<file path="src/hw/rtl/hcbd_pkg.sv">
// ----------------------------------------------------------------------------
// hcbd_pkg
// Types and constants shared by the chunked body decoder modules.
// ----------------------------------------------------------------------------
`timescale 1ns / 1ps

package hcbd_pkg;

   localparam int BYTE_WIDTH     = 8;
   localparam int CHUNK_WIDTH    = 64;
   localparam int MAX_SIZE_WIDTH = 32;
   localparam int HEX_RADIX_BITS = 4;

   localparam logic [BYTE_WIDTH-1:0] CHAR_CR    = 8'h0D;
   localparam logic [BYTE_WIDTH-1:0] CHAR_LF    = 8'h0A;
   localparam logic [BYTE_WIDTH-1:0] CHAR_SPACE = 8'h20;
   localparam logic [BYTE_WIDTH-1:0] CHAR_TAB   = 8'h09;

   typedef enum logic [1:0] {
      FUNC_BYTE    = 2'd0,
      FUNC_EOS     = 2'd1,
      FUNC_RESTART = 2'd2
   } hcbd_func_type;

   typedef enum logic [2:0] {
      ST_RUN      = 3'd0,
      ST_COMPLETE = 3'd1,
      ST_MALFORM  = 3'd2,
      ST_TOOBIG   = 3'd3,
      ST_EOF      = 3'd4
   } hcbd_status_type;

   typedef enum logic [2:0] {
      PH_LEAD   = 3'd0,
      PH_DIGITS = 3'd1,
      PH_REST   = 3'd2,
      PH_BAD    = 3'd3,
      PH_DATA   = 3'd4,
      PH_TR1    = 3'd5,
      PH_TR2    = 3'd6,
      PH_DONE   = 3'd7
   } hcbd_phase_type;

   typedef struct packed {
      hcbd_phase_type         phase;
      hcbd_status_type        final_status;
      logic                   cr_pending;
      logic                   digits_seen;
      logic [CHUNK_WIDTH-1:0] chunk_length;
      logic [CHUNK_WIDTH-1:0] chunk_remaining;
   } hcbd_state_type;

   typedef struct packed {
      logic [BYTE_WIDTH-1:0] out_byte;
      logic                  out_valid;
      hcbd_status_type       status;
   } hcbd_rsp_type;

endpackage

</file>
<file path="src/hw/rtl/hcbd_intf.sv">
// ----------------------------------------------------------------------------
// hcbd_req_if / hcbd_rsp_if
// Valid/ready channels carrying decoder requests and responses.
// ----------------------------------------------------------------------------
`timescale 1ns / 1ps

interface hcbd_req_if;
   logic       valid;
   logic       ready;
   logic [1:0] func;
   logic [7:0] data_byte;

   modport source (output valid, output func, output data_byte, input ready);
   modport sink   (input valid, input func, input data_byte, output ready);
endinterface

interface hcbd_rsp_if;
   logic       valid;
   logic       ready;
   logic [7:0] out_byte;
   logic       out_valid;
   logic [2:0] status;

   modport source (output valid, output out_byte, output out_valid, output status,
                   input ready);
   modport sink   (input valid, input out_byte, input out_valid, input status,
                   output ready);
endinterface

</file>
<file path="src/hw/rtl/hcbd_step.sv">
// ----------------------------------------------------------------------------
// hcbd_step
// Next-state and response logic for one request of the chunked decoder.
// ----------------------------------------------------------------------------
`timescale 1ns / 1ps

module hcbd_step
   import hcbd_pkg::*;
#(
   parameter int COUNT_WIDTH = 32
) (
   input  logic [1:0]                func,
   input  logic [BYTE_WIDTH-1:0]     data_byte,
   input  logic [MAX_SIZE_WIDTH-1:0] max_size,
   input  hcbd_state_type            cur,
   input  logic [COUNT_WIDTH-1:0]    cur_count,
   output hcbd_state_type            nxt,
   output logic [COUNT_WIDTH-1:0]    nxt_count,
   output hcbd_rsp_type              rsp
);

   localparam int CMP_W = (COUNT_WIDTH > MAX_SIZE_WIDTH) ? COUNT_WIDTH : MAX_SIZE_WIDTH;

   logic                      is_hex;
   logic [HEX_RADIX_BITS-1:0] hex_val;
   logic                      is_space;
   logic                      too_big;
   logic [COUNT_WIDTH-1:0]    count_inc;
   logic [CMP_W-1:0]          count_ext;
   logic [CMP_W-1:0]          max_ext;

   always_comb begin
      is_hex  = 1'b1;
      hex_val = '0;
      if (data_byte >= 8'h30 && data_byte <= 8'h39) begin
         hex_val = HEX_RADIX_BITS'(data_byte - 8'h30);
      end else if (data_byte >= 8'h61 && data_byte <= 8'h66) begin
         hex_val = HEX_RADIX_BITS'(data_byte - 8'h57);
      end else if (data_byte >= 8'h41 && data_byte <= 8'h46) begin
         hex_val = HEX_RADIX_BITS'(data_byte - 8'h37);
      end else begin
         is_hex = 1'b0;
      end
   end

   assign is_space  = (data_byte == CHAR_SPACE) ||
                      (data_byte >= CHAR_TAB && data_byte <= CHAR_CR);
   assign count_ext = CMP_W'(cur_count);
   assign max_ext   = CMP_W'(max_size);
   assign too_big   = (max_size != '0) && (count_ext > max_ext);
   // The consumed byte counter saturates at all ones.
   assign count_inc = (&cur_count) ? cur_count : cur_count + 1'b1;

   // Next state.
   always_comb begin
      nxt       = cur;
      nxt_count = cur_count;
      unique case (func)
         FUNC_RESTART: begin
            nxt.phase           = PH_LEAD;
            nxt.final_status    = ST_RUN;
            nxt.cr_pending      = 1'b0;
            nxt.digits_seen     = 1'b0;
            nxt.chunk_length    = '0;
            nxt.chunk_remaining = '0;
            nxt_count           = '0;
         end
         FUNC_EOS: begin
            if (cur.phase != PH_DONE) begin
               nxt.phase        = PH_DONE;
               nxt.final_status = (cur.phase == PH_DATA) ? ST_EOF : ST_COMPLETE;
            end
         end
         FUNC_BYTE: begin
            unique case (cur.phase)
               PH_DATA: begin
                  if (too_big) begin
                     nxt.phase        = PH_DONE;
                     nxt.final_status = ST_TOOBIG;
                  end else begin
                     nxt_count           = count_inc;
                     nxt.chunk_remaining = cur.chunk_remaining - 1'b1;
                     if (cur.chunk_remaining == CHUNK_WIDTH'(1)) begin
                        nxt.phase = PH_TR1;
                     end
                  end
               end
               PH_TR1: begin
                  nxt_count = count_inc;
                  nxt.phase = PH_TR2;
               end
               PH_TR2: begin
                  nxt_count        = count_inc;
                  nxt.phase        = PH_LEAD;
                  nxt.cr_pending   = 1'b0;
                  nxt.digits_seen  = 1'b0;
                  nxt.chunk_length = '0;
               end
               PH_DONE: begin
               end
               PH_LEAD, PH_DIGITS, PH_REST, PH_BAD: begin
                  nxt_count = count_inc;
                  if (cur.cr_pending && data_byte == CHAR_LF) begin
                     // A CR LF pair closes the size line.
                     nxt.cr_pending = 1'b0;
                     if (cur.phase == PH_BAD || !cur.digits_seen) begin
                        nxt.phase        = PH_DONE;
                        nxt.final_status = ST_MALFORM;
                     end else if (cur.chunk_length == '0) begin
                        nxt.phase        = PH_DONE;
                        nxt.final_status = ST_COMPLETE;
                     end else begin
                        nxt.chunk_remaining = cur.chunk_length;
                        nxt.phase           = PH_DATA;
                     end
                  end else begin
                     nxt.cr_pending = (data_byte == CHAR_CR);
                     if (cur.phase == PH_LEAD) begin
                        if (is_hex) begin
                           nxt.digits_seen  = 1'b1;
                           nxt.chunk_length = CHUNK_WIDTH'(hex_val);
                           nxt.phase        = PH_DIGITS;
                        end else if (!is_space) begin
                           nxt.phase = PH_REST;
                        end
                     end else if (cur.phase == PH_DIGITS) begin
                        if (!is_hex) begin
                           nxt.phase = PH_REST;
                        end else if (cur.chunk_length[CHUNK_WIDTH-1 -: HEX_RADIX_BITS]
                                     != '0) begin
                           nxt.phase = PH_BAD;
                        end else begin
                           nxt.chunk_length = {cur.chunk_length[CHUNK_WIDTH-HEX_RADIX_BITS-1:0],
                                               hex_val};
                        end
                     end
                  end
               end
               default: begin
               end
            endcase
         end
         default: begin
         end
      endcase
   end

   // Response fields.
   always_comb begin
      rsp.out_valid = (func == FUNC_BYTE) && (cur.phase == PH_DATA) && !too_big;
      rsp.out_byte  = rsp.out_valid ? data_byte : '0;
      rsp.status    = nxt.final_status;
   end

endmodule

</file>
<file path="src/hw/rtl/hcbd_rsp_stage.sv">
// ----------------------------------------------------------------------------
// hcbd_rsp_stage
// Response register between the decoder logic and the response channel.
// ----------------------------------------------------------------------------
`timescale 1ns / 1ps

module hcbd_rsp_stage
   import hcbd_pkg::*;
(
   input  logic         clock,
   input  logic         reset,
   input  logic         load,
   input  hcbd_rsp_type rsp_in,
   input  logic         take,
   output logic         can_load,
   output logic         rsp_valid,
   output hcbd_rsp_type rsp_out
);

   logic         valid_ff;
   logic         valid_in;
   hcbd_rsp_type data_ff;

   assign can_load = !valid_ff || take;
   assign valid_in = load || (valid_ff && !take);

   always_ff @(posedge clock) begin
      if (reset) begin
         valid_ff <= 1'b0;
      end else begin
         valid_ff <= valid_in;
      end
   end

   always_ff @(posedge clock) begin
      if (load) begin
         data_ff <= rsp_in;
      end
   end

   assign rsp_valid = valid_ff;
   assign rsp_out   = data_ff;

endmodule

</file>
<file path="src/hw/rtl/http_chunked_body_decoder_core.sv">
// ----------------------------------------------------------------------------
// http_chunked_body_decoder_core
// A response is registered; it appears in the cycle after its request is accepted.
// Throughput: one request per cycle while rsp_bus is ready; the response
// register refills while its current response is taken, so no bubble is inserted.
// Reset: synchronous, active high; clears the parse state, the byte counter,
// the size limit register and the response valid flag.
// ----------------------------------------------------------------------------
`timescale 1ns / 1ps

// Decodes an HTTP/1.1 chunked body one byte per request. The parse state,
// the chunk size being read, the bytes left in the current chunk and a
// saturating count of consumed bytes live in registers here. All of the
// work for one request is done by the combinational step logic, and the
// result is captured in a single response register. A request is taken
// whenever that register is empty or is being drained in the same cycle.
module http_chunked_body_decoder_core
   import hcbd_pkg::*;
#(
   parameter int COUNT_WIDTH = 32
) (
   input  logic                      clock,
   input  logic                      reset,
   hcbd_req_if.sink                  req_bus,
   hcbd_rsp_if.source                rsp_bus,
   input  logic                      csr_write_en,
   input  logic [MAX_SIZE_WIDTH-1:0] csr_write_data
);

   // Size limit register; zero disables the limit.
   logic [MAX_SIZE_WIDTH-1:0] max_size_ff;

   hcbd_state_type            state_ff;
   hcbd_state_type            state_in;
   logic [COUNT_WIDTH-1:0]    count_ff;
   logic [COUNT_WIDTH-1:0]    count_in;
   hcbd_rsp_type              step_rsp;
   hcbd_rsp_type              stage_rsp;
   logic                      can_load;
   logic                      accept;
   logic                      stage_valid;

   assign req_bus.ready = can_load;
   assign accept        = req_bus.valid && can_load;

   always_ff @(posedge clock) begin
      if (reset) begin
         max_size_ff <= '0;
      end else if (csr_write_en) begin
         max_size_ff <= csr_write_data;
      end
   end

   // The step logic sees the state left by the previous request and
   // produces both the next state and this request's response.
   hcbd_step #(
      .COUNT_WIDTH (COUNT_WIDTH)
   ) u_step (
      .func      (req_bus.func),
      .data_byte (req_bus.data_byte),
      .max_size  (max_size_ff),
      .cur       (state_ff),
      .cur_count (count_ff),
      .nxt       (state_in),
      .nxt_count (count_in),
      .rsp       (step_rsp)
   );

   // The parse state only advances on an accepted request.
   always_ff @(posedge clock) begin
      if (reset) begin
         state_ff.phase           <= PH_LEAD;
         state_ff.final_status    <= ST_RUN;
         state_ff.cr_pending      <= 1'b0;
         state_ff.digits_seen     <= 1'b0;
         state_ff.chunk_length    <= '0;
         state_ff.chunk_remaining <= '0;
         count_ff                 <= '0;
      end else if (accept) begin
         state_ff <= state_in;
         count_ff <= count_in;
      end
   end

   hcbd_rsp_stage u_rsp_stage (
      .clock     (clock),
      .reset     (reset),
      .load      (accept),
      .rsp_in    (step_rsp),
      .take      (rsp_bus.ready),
      .can_load  (can_load),
      .rsp_valid (stage_valid),
      .rsp_out   (stage_rsp)
   );

   assign rsp_bus.valid     = stage_valid;
   assign rsp_bus.out_byte  = stage_rsp.out_byte;
   assign rsp_bus.out_valid = stage_rsp.out_valid;
   assign rsp_bus.status    = stage_rsp.status;

endmodule

</file>
<file path="src/flat_wrapper.sv">
// flat-port wrapper written by rule: the top's interface ports become plain ports
module http_chunked_body_decoder_core_flat import hcbd_pkg::*;
#(
   parameter int COUNT_WIDTH = 32
)
  (clock, reset, csr_write_en, csr_write_data, req_bus_valid, req_bus_func, req_bus_data_byte, req_bus_ready, rsp_bus_valid, rsp_bus_out_byte, rsp_bus_out_valid, rsp_bus_status, rsp_bus_ready);
  hcbd_req_if req_bus_i ();
  hcbd_rsp_if rsp_bus_i ();
  input  logic clock;
  input  logic reset;
  input  logic csr_write_en;
  input  logic [MAX_SIZE_WIDTH-1:0] csr_write_data;
  input wire logic [$bits(req_bus_i.valid)-1:0] req_bus_valid;
  input wire logic [$bits(req_bus_i.func)-1:0] req_bus_func;
  input wire logic [$bits(req_bus_i.data_byte)-1:0] req_bus_data_byte;
  output wire logic [$bits(req_bus_i.ready)-1:0] req_bus_ready;
  output wire logic [$bits(rsp_bus_i.valid)-1:0] rsp_bus_valid;
  output wire logic [$bits(rsp_bus_i.out_byte)-1:0] rsp_bus_out_byte;
  output wire logic [$bits(rsp_bus_i.out_valid)-1:0] rsp_bus_out_valid;
  output wire logic [$bits(rsp_bus_i.status)-1:0] rsp_bus_status;
  input wire logic [$bits(rsp_bus_i.ready)-1:0] rsp_bus_ready;
  assign req_bus_i.valid = req_bus_valid;
  assign req_bus_i.func = req_bus_func;
  assign req_bus_i.data_byte = req_bus_data_byte;
  assign req_bus_ready = req_bus_i.ready;
  assign rsp_bus_valid = rsp_bus_i.valid;
  assign rsp_bus_out_byte = rsp_bus_i.out_byte;
  assign rsp_bus_out_valid = rsp_bus_i.out_valid;
  assign rsp_bus_status = rsp_bus_i.status;
  assign rsp_bus_i.ready = rsp_bus_ready;
  http_chunked_body_decoder_core #(.COUNT_WIDTH(COUNT_WIDTH)) u_core (.clock(clock), .reset(reset), .req_bus(req_bus_i), .rsp_bus(rsp_bus_i), .csr_write_en(csr_write_en), .csr_write_data(csr_write_data));
endmodule
</file>
<file path="config.mk">
export PLATFORM = sky130hd
export DESIGN_NAME = http_chunked_body_decoder_core_flat
export DESIGN_NICKNAME = d
export VERILOG_FILES = /design/src/hw/rtl/hcbd_pkg.sv /design/src/hw/rtl/hcbd_intf.sv /design/src/hw/rtl/hcbd_step.sv /design/src/hw/rtl/hcbd_rsp_stage.sv /design/src/hw/rtl/http_chunked_body_decoder_core.sv /design/src/flat_wrapper.sv
export SDC_FILE = /design/constraint.sdc
export NUM_CORES = 1
export LEC_CHECK = 0
export BUFFER_PORTS_ARGS = -buffer_cell sky130_fd_sc_hd__buf_2
export CAP_MARGIN = 0
export CORE_MARGIN = 2
export CORE_UTILIZATION = 50
export DETAILED_ROUTE_END_ITERATION = 10
export GPL_TIMING_DRIVEN = 1
export PLACE_DENSITY = 0.79
export SLEW_MARGIN = 25
export SYNTH_ARGS = -nofsm -noshare
export SYNTH_HDL_FRONTEND = slang
export SYNTH_HIERARCHICAL = 1
export SYNTH_SLANG_ARGS = --single-unit
</file>
<file path="constraint.sdc">
create_clock -name clock -period 7.3 [get_ports clock]
set_input_delay 0 -clock clock [delete_from_list [all_inputs] [get_ports clock]]
set_output_delay 0 -clock clock [all_outputs]
set_load 0.01 [all_outputs]
</file>
; After elaboration in Yosys (flattened, before gate mapping)
; Cells that the tools add are included.
[totals]
ff_bits = 213
output_inout_bits = 14
wordCells = 137
[classes]
addsub = 5
magnitude_cmp = 9
n_eq_ne = 33
mux = 44
n_reduce_logical = 34
[ops]
columns = op, n
row1 = two-way mux 64 bit, 8
row2 = one-hot mux 130 bit (2 select lines), 1
row3 = one-hot mux 66 bit (2 select lines), 1
row4 = two-way mux 65 bit, 2
row5 = one-hot mux 32 bit (2 select lines), 2
row6 = one-hot mux 64 bit (2 select lines), 1
row7 = == test 64 x 1 -> 1 bit (second input constant), 1
row8 = logical NOT 64 bit, 1
row9 = two-way mux 32 bit, 2
row10 = subtractor 64 x 1 -> 64 bit (second input constant), 1
row11 = two-way mux 3 bit, 13
row12 = adder 32 x 1 -> 32 bit (second input constant), 1
row13 = greater-than comparator 32 bit, 1
row14 = AND reduction 32 bit, 1
row15 = nonzero test 32 bit, 1
row16 = inequality test 3 bit (second input constant), 9
row17 = inequality test 4 bit (second input constant), 5
row18 = one-hot mux 6 bit (3 select lines), 1
row19 = == test 8 x 4 -> 1 bit (second input constant), 2
row20 = >= comparator 8 x 7 -> 1 bit (second input constant), 2
row21 = <= comparator 8 x 7 -> 1 bit (second input constant), 2
row22 = AND reduction 8 bit, 2
row23 = two-way mux 4 bit, 3
row24 = two-way mux 6 bit, 2
row25 = other kinds (36), 60

; Longest topological paths before layout
[logic_depth]
depth_word = 12
mapped_depth = 15
ltp_nobuf = 13

; Modules after synthesis
; Netlist, hierarchy kept.
[by_module_without_submodules]
columns = module, instances, cells_each, area_per_inst_um2, seq_area_each_um2
row1 = http_chunked_body_decoder_core, 1, 869, 8501.9, 4003.8
row2 = hcbd_step, 1, 1129, 6718.9, 0.0
row3 = hcbd_rsp_stage, 1, 16, 406.6, 380.4

; Worst setup path before layout
; Ideal clock, no wire load.
[synth_timing]
kind = register to register
from = register u_core.max_size_ff[30]
to = register u_core/state_ff[37] (netlist name)
setup_ps = 132
arrival_ps = 3087
setup_slack_ps = 4081
stages_incl_launch_ff = 14
path_buffers = 0
period_less_slack_ps = 3219
path_cell_list = dfxtp_1 > inv_1 > ha_1 > a21oi_1 > nand2_1 > a22oi_1 > nor4b_1 > a21oi_1 > nor3_2 > nand2_1 > o311ai_0 > o311ai_0 > nand3_1 > a21oi_1
[synth_via]
elab_chain_len = 4
[synth_rtl]
columns = item, line
row1 = start: declaration, http_chunked_body_decoder_core.sv:31  ; logic [MAX_SIZE_WIDTH-1:0] max_size_ff;
row2 = start signal: assignment, http_chunked_body_decoder_core.sv:50  ; max_size_ff <= csr_write_data;
row3 = greater-than comparator 32 bit or nonzero test 32 bit (tied branches), hcbd_step.sv:50  ; assign too_big = (max_size != '0) && (count_ext > max_ext);
row4 = logical AND 1 bit (*), hcbd_step.sv:50
row5 = inequality test 3 bit (no source line) (*), n/a
row6 = AND reduction 7 bit (no source line) (*), n/a
row7 = end signal: assignment, http_chunked_body_decoder_core.sv:80  ; state_ff <= state_in;
row8 = end: declaration, http_chunked_body_decoder_core.sv:33  ; hcbd_state_type state_ff;
; Every way passes the cells marked *; elsewhere a longest branch is shown, timed or not.
; A chain may end at the register's enable or synchronous reset.

; Worst setup path after layout
[layout_timing]
from = register u_core.max_size_ff[21]
to = register u_core/state_ff[33] (netlist name)
; The elaborated chain is that of the path after synthesis.

==> impl_metrics.tcl <==
set metrics [dict create \
    crit_family "simple AND/OR/NAND/NOR gates" \
    synth_area_leaders "dfxtp_1 26%, a21bo_1 9.0%, nand3_1 7.5%, a21oi_1 7.2%, nand2_1 3.5%" \
    final_core_util 0.5547 \
    yosys_warnings 6 \
    cts_tree "built" \
    synth_fp_nets 2100 \
    drive_gt1_frac 0.09400 \
    crit_slowest_cell "nor4b_1" \
    skew_ps 16.93 \
    nNetsFinal 2069 \
    synth_ff_type "dfxtp_1" \
    dp_hpwl_um 32240 \
    root_buffer "clkbuf_16" \
    fmax_mhz 220.0 \
    drtIter0Drc 2673 \
    syn_avg_cell_area_um2 7.759 \
    cp_common_cell "a21oi_1" \
    maxSlewViolCount 0 \
    die_x_um 180.8 \
    die_h_um 180.8 \
    path_buf_inv 1 \
    p_leak_uw 0.006248 \
    max_stage_delay_ps 800 \
    synth_edf_count 12 \
    crit_path_end_kind "flip-flop" \
    coreArea_um2 30670 \
    hold_violations 0 \
    routed-via-count 16540 \
    synth_top_family_by_area "compound AO/OA/AOI/OAI gates" \
    via_per_inst 6.899 \
    cts_hold_buf 40 \
    grt_max_degree 159 \
    gp_congestion 0.9732 \
    io_pins 61 \
    crit_type "reg2reg" \
    insertion_delay_ps 550 \
    grt_use_total 0.3068 \
    rows 64 \
    netlist_instances 2014 \
    synth-xor-area-share 0.01289 \
    cts_resized 0 \
    cp_max_fo 9 \
    start_util 0.5095 \
    yosysTopAreaCell "dfxtp_1" \
    fin_setup_tns_ps 0 \
    period_minus_slack_ps 4545 \
    yosysTopAreaCellShare 0.2575 \
    powerDensity_nw_per_um2 182.4 \
    dr.pass1.iters 8 \
    period_share 0.6226 \
    path_clk_slew_ps 70 \
    startpoint_type "flip-flop" \
    wl_per_cell_um 22.01 \
    ys_ff_latch 213 \
    synth_compound_area_frac 0.3327 \
    tightest_slew_ps 1219 \
    cts_sinks 213 \
    yosys.area_share.simple 0.2375 \
    maxCapViolCount 0 \
    dieArea_um2 32690 \
    rsz0062_at_grt "false" \
    synthArstFlopShare 0 \
    io_buffers 60 \
    cp.arrival_ps 4920 \
    ys_types 75 \
    synth_area_um2 15630 \
    path_cells "inv_1 -> ha_1 -> a21oi_1 -> o21ai_0 -> a22oi_1 -> nor4b_1 -> a21oi_1 -> nor3_2 -> nand2_1 -> o311ai_0 -> o21ai_0 -> nand3_1 -> a21oi_1" \
    ys_seq_area_frac 0.2805 \
    cts_inserted_buffers 25 \
    antenna_left 0 \
    antenna_found_initial 2 \
    irDropWorstVdd_uv 119.1 \
    muxShareOfSynthArea 0.03139 \
    worst_slew_margin_rel 0.1817 \
    final_cell_mix "233 x nand3_1, 225 x a21oi_1, 200 x dfxtp_1" \
    drc 0 \
    synthAdderAreaFrac 0.03122 \
    worstPathRequired_ps 7670 \
    hold_class "in2reg" \
    grt_pass1_vias 15310 \
    grt_overflow 0 \
    cts_setup_buffers 0 \
    cts.path.max_buffers 3 \
    synthToLayoutAreaGrowth_pct 8.871 \
    grt_first_pass_wirelength_um 83240 \
    status "finished clean" \
    cts_max_level 1 \
    setup_viol 0 \
    final_common_cell "nand3_1" \
    drt-total-wl_um 52760 \
]
==> stage by stage <==
stage	setup slack, ps	hold slack, ps	power [uW]	std cells	instance area (um2)
6_report	2755	12.65	3103	2397	17010
5_1_grt	2452	131.7	3185	2397	17010
4_1_cts	2954	89.48	3087	2396	17000
3_5_place_dp	2980	241.5	1640	2312	15670
3_3_place_gp	3283	234.7	1632	2312	15660
2_1_floorplan	4081	62.44	1545	2014	15630
==> layout make-up <==
cell class | count | area (um2)
fill | 2799 | 13660
multi-input combinational | 1573 | 10130
sequential | 213 | 4385
timing repair buffer | 123 | 897.1
clock buffer | 26 | 629.4
tap | 396 | 495.5
clock inverter | 18 | 297.8
inverter | 47 | 176.4
antenna | 1 | 2.502
==> kinds of logic (layout without fill, tap and decap cells) <==
family                   after synthesis  count (layout)
AND/OR/NAND/NOR                      742             742
other                                  0               1
XOR/XNOR                              23              23
flip-flops                           213             213
AO/OA/AOI/OAI                        720             720
multiplexers                          49              49
adder cells (fa/ha/maj)               39              39
buffers and inverters                228             214
==> cells in the mapped netlist (22+ instances only) <==
cell type,number
a21bo_1,141
a21bo_2,28
a21oi_1,225
a22o_1,58
and3_1,22
buf_2,45
buf_4,24
clkbuf_1,89
dfxtp_1,201
ha_1,39
inv_1,46
mux2i_1,49
nand2_1,147
nand3_1,234
nand4_1,28
nor2_1,131
nor3_1,47
nor4_1,44
o211ai_1,34
o21ai_0,84
==> flip-flops by register name (all words and copies together), names as in the netlist <==
register,flops
u_core/state_ff,136
u_core/count_ff,32
u_core/max_size_ff,32
u_core/u_rsp_stage/rsp_out,12
u_core/u_rsp_stage/rsp_valid,1
==> metal layers <==
metal | vias up | wire (um) | global-route usage | share of wire
met5 | - | 0 | 0 | 0
met4 | 0 | 2349 | 0.1439 | 0.045
met3 | 216 | 6382 | 0.07277 | 0.12
met2 | 1038 | 22930 | 0.4630 | 0.43
met1 | 7826 | 21100 | 0.4127 | 0.40
li1 | 7457 | - | - | -
==> power breakdown <==
part | total [uW] | switching [uW] | internal [uW]
Clock | 1450 | 540 | 906
Combinational | 442 | 308 | 133
Sequential | 1210 | 22.5 | 1190
==> final timing paths <==
path	cells past startpoint	slack [ps]	end	from
max	13	2750	u_core/state_ff[33]$_SDFFE_PP0P_	u_core/max_size_ff[21]$_SDFFE_PP0P_
min	2	10	u_core/state_ff[124]$_SDFFE_PP0P_	reset
max reg2reg	13	2750	u_core/state_ff[33]$_SDFFE_PP0P_	u_core/max_size_ff[21]$_SDFFE_PP0P_
min reg2reg	2	540	u_core/max_size_ff[10]$_SDFFE_PP0P_	u_core/max_size_ff[10]$_SDFFE_PP0P_
No activity file was read; power rests on OpenSTA's default activity.
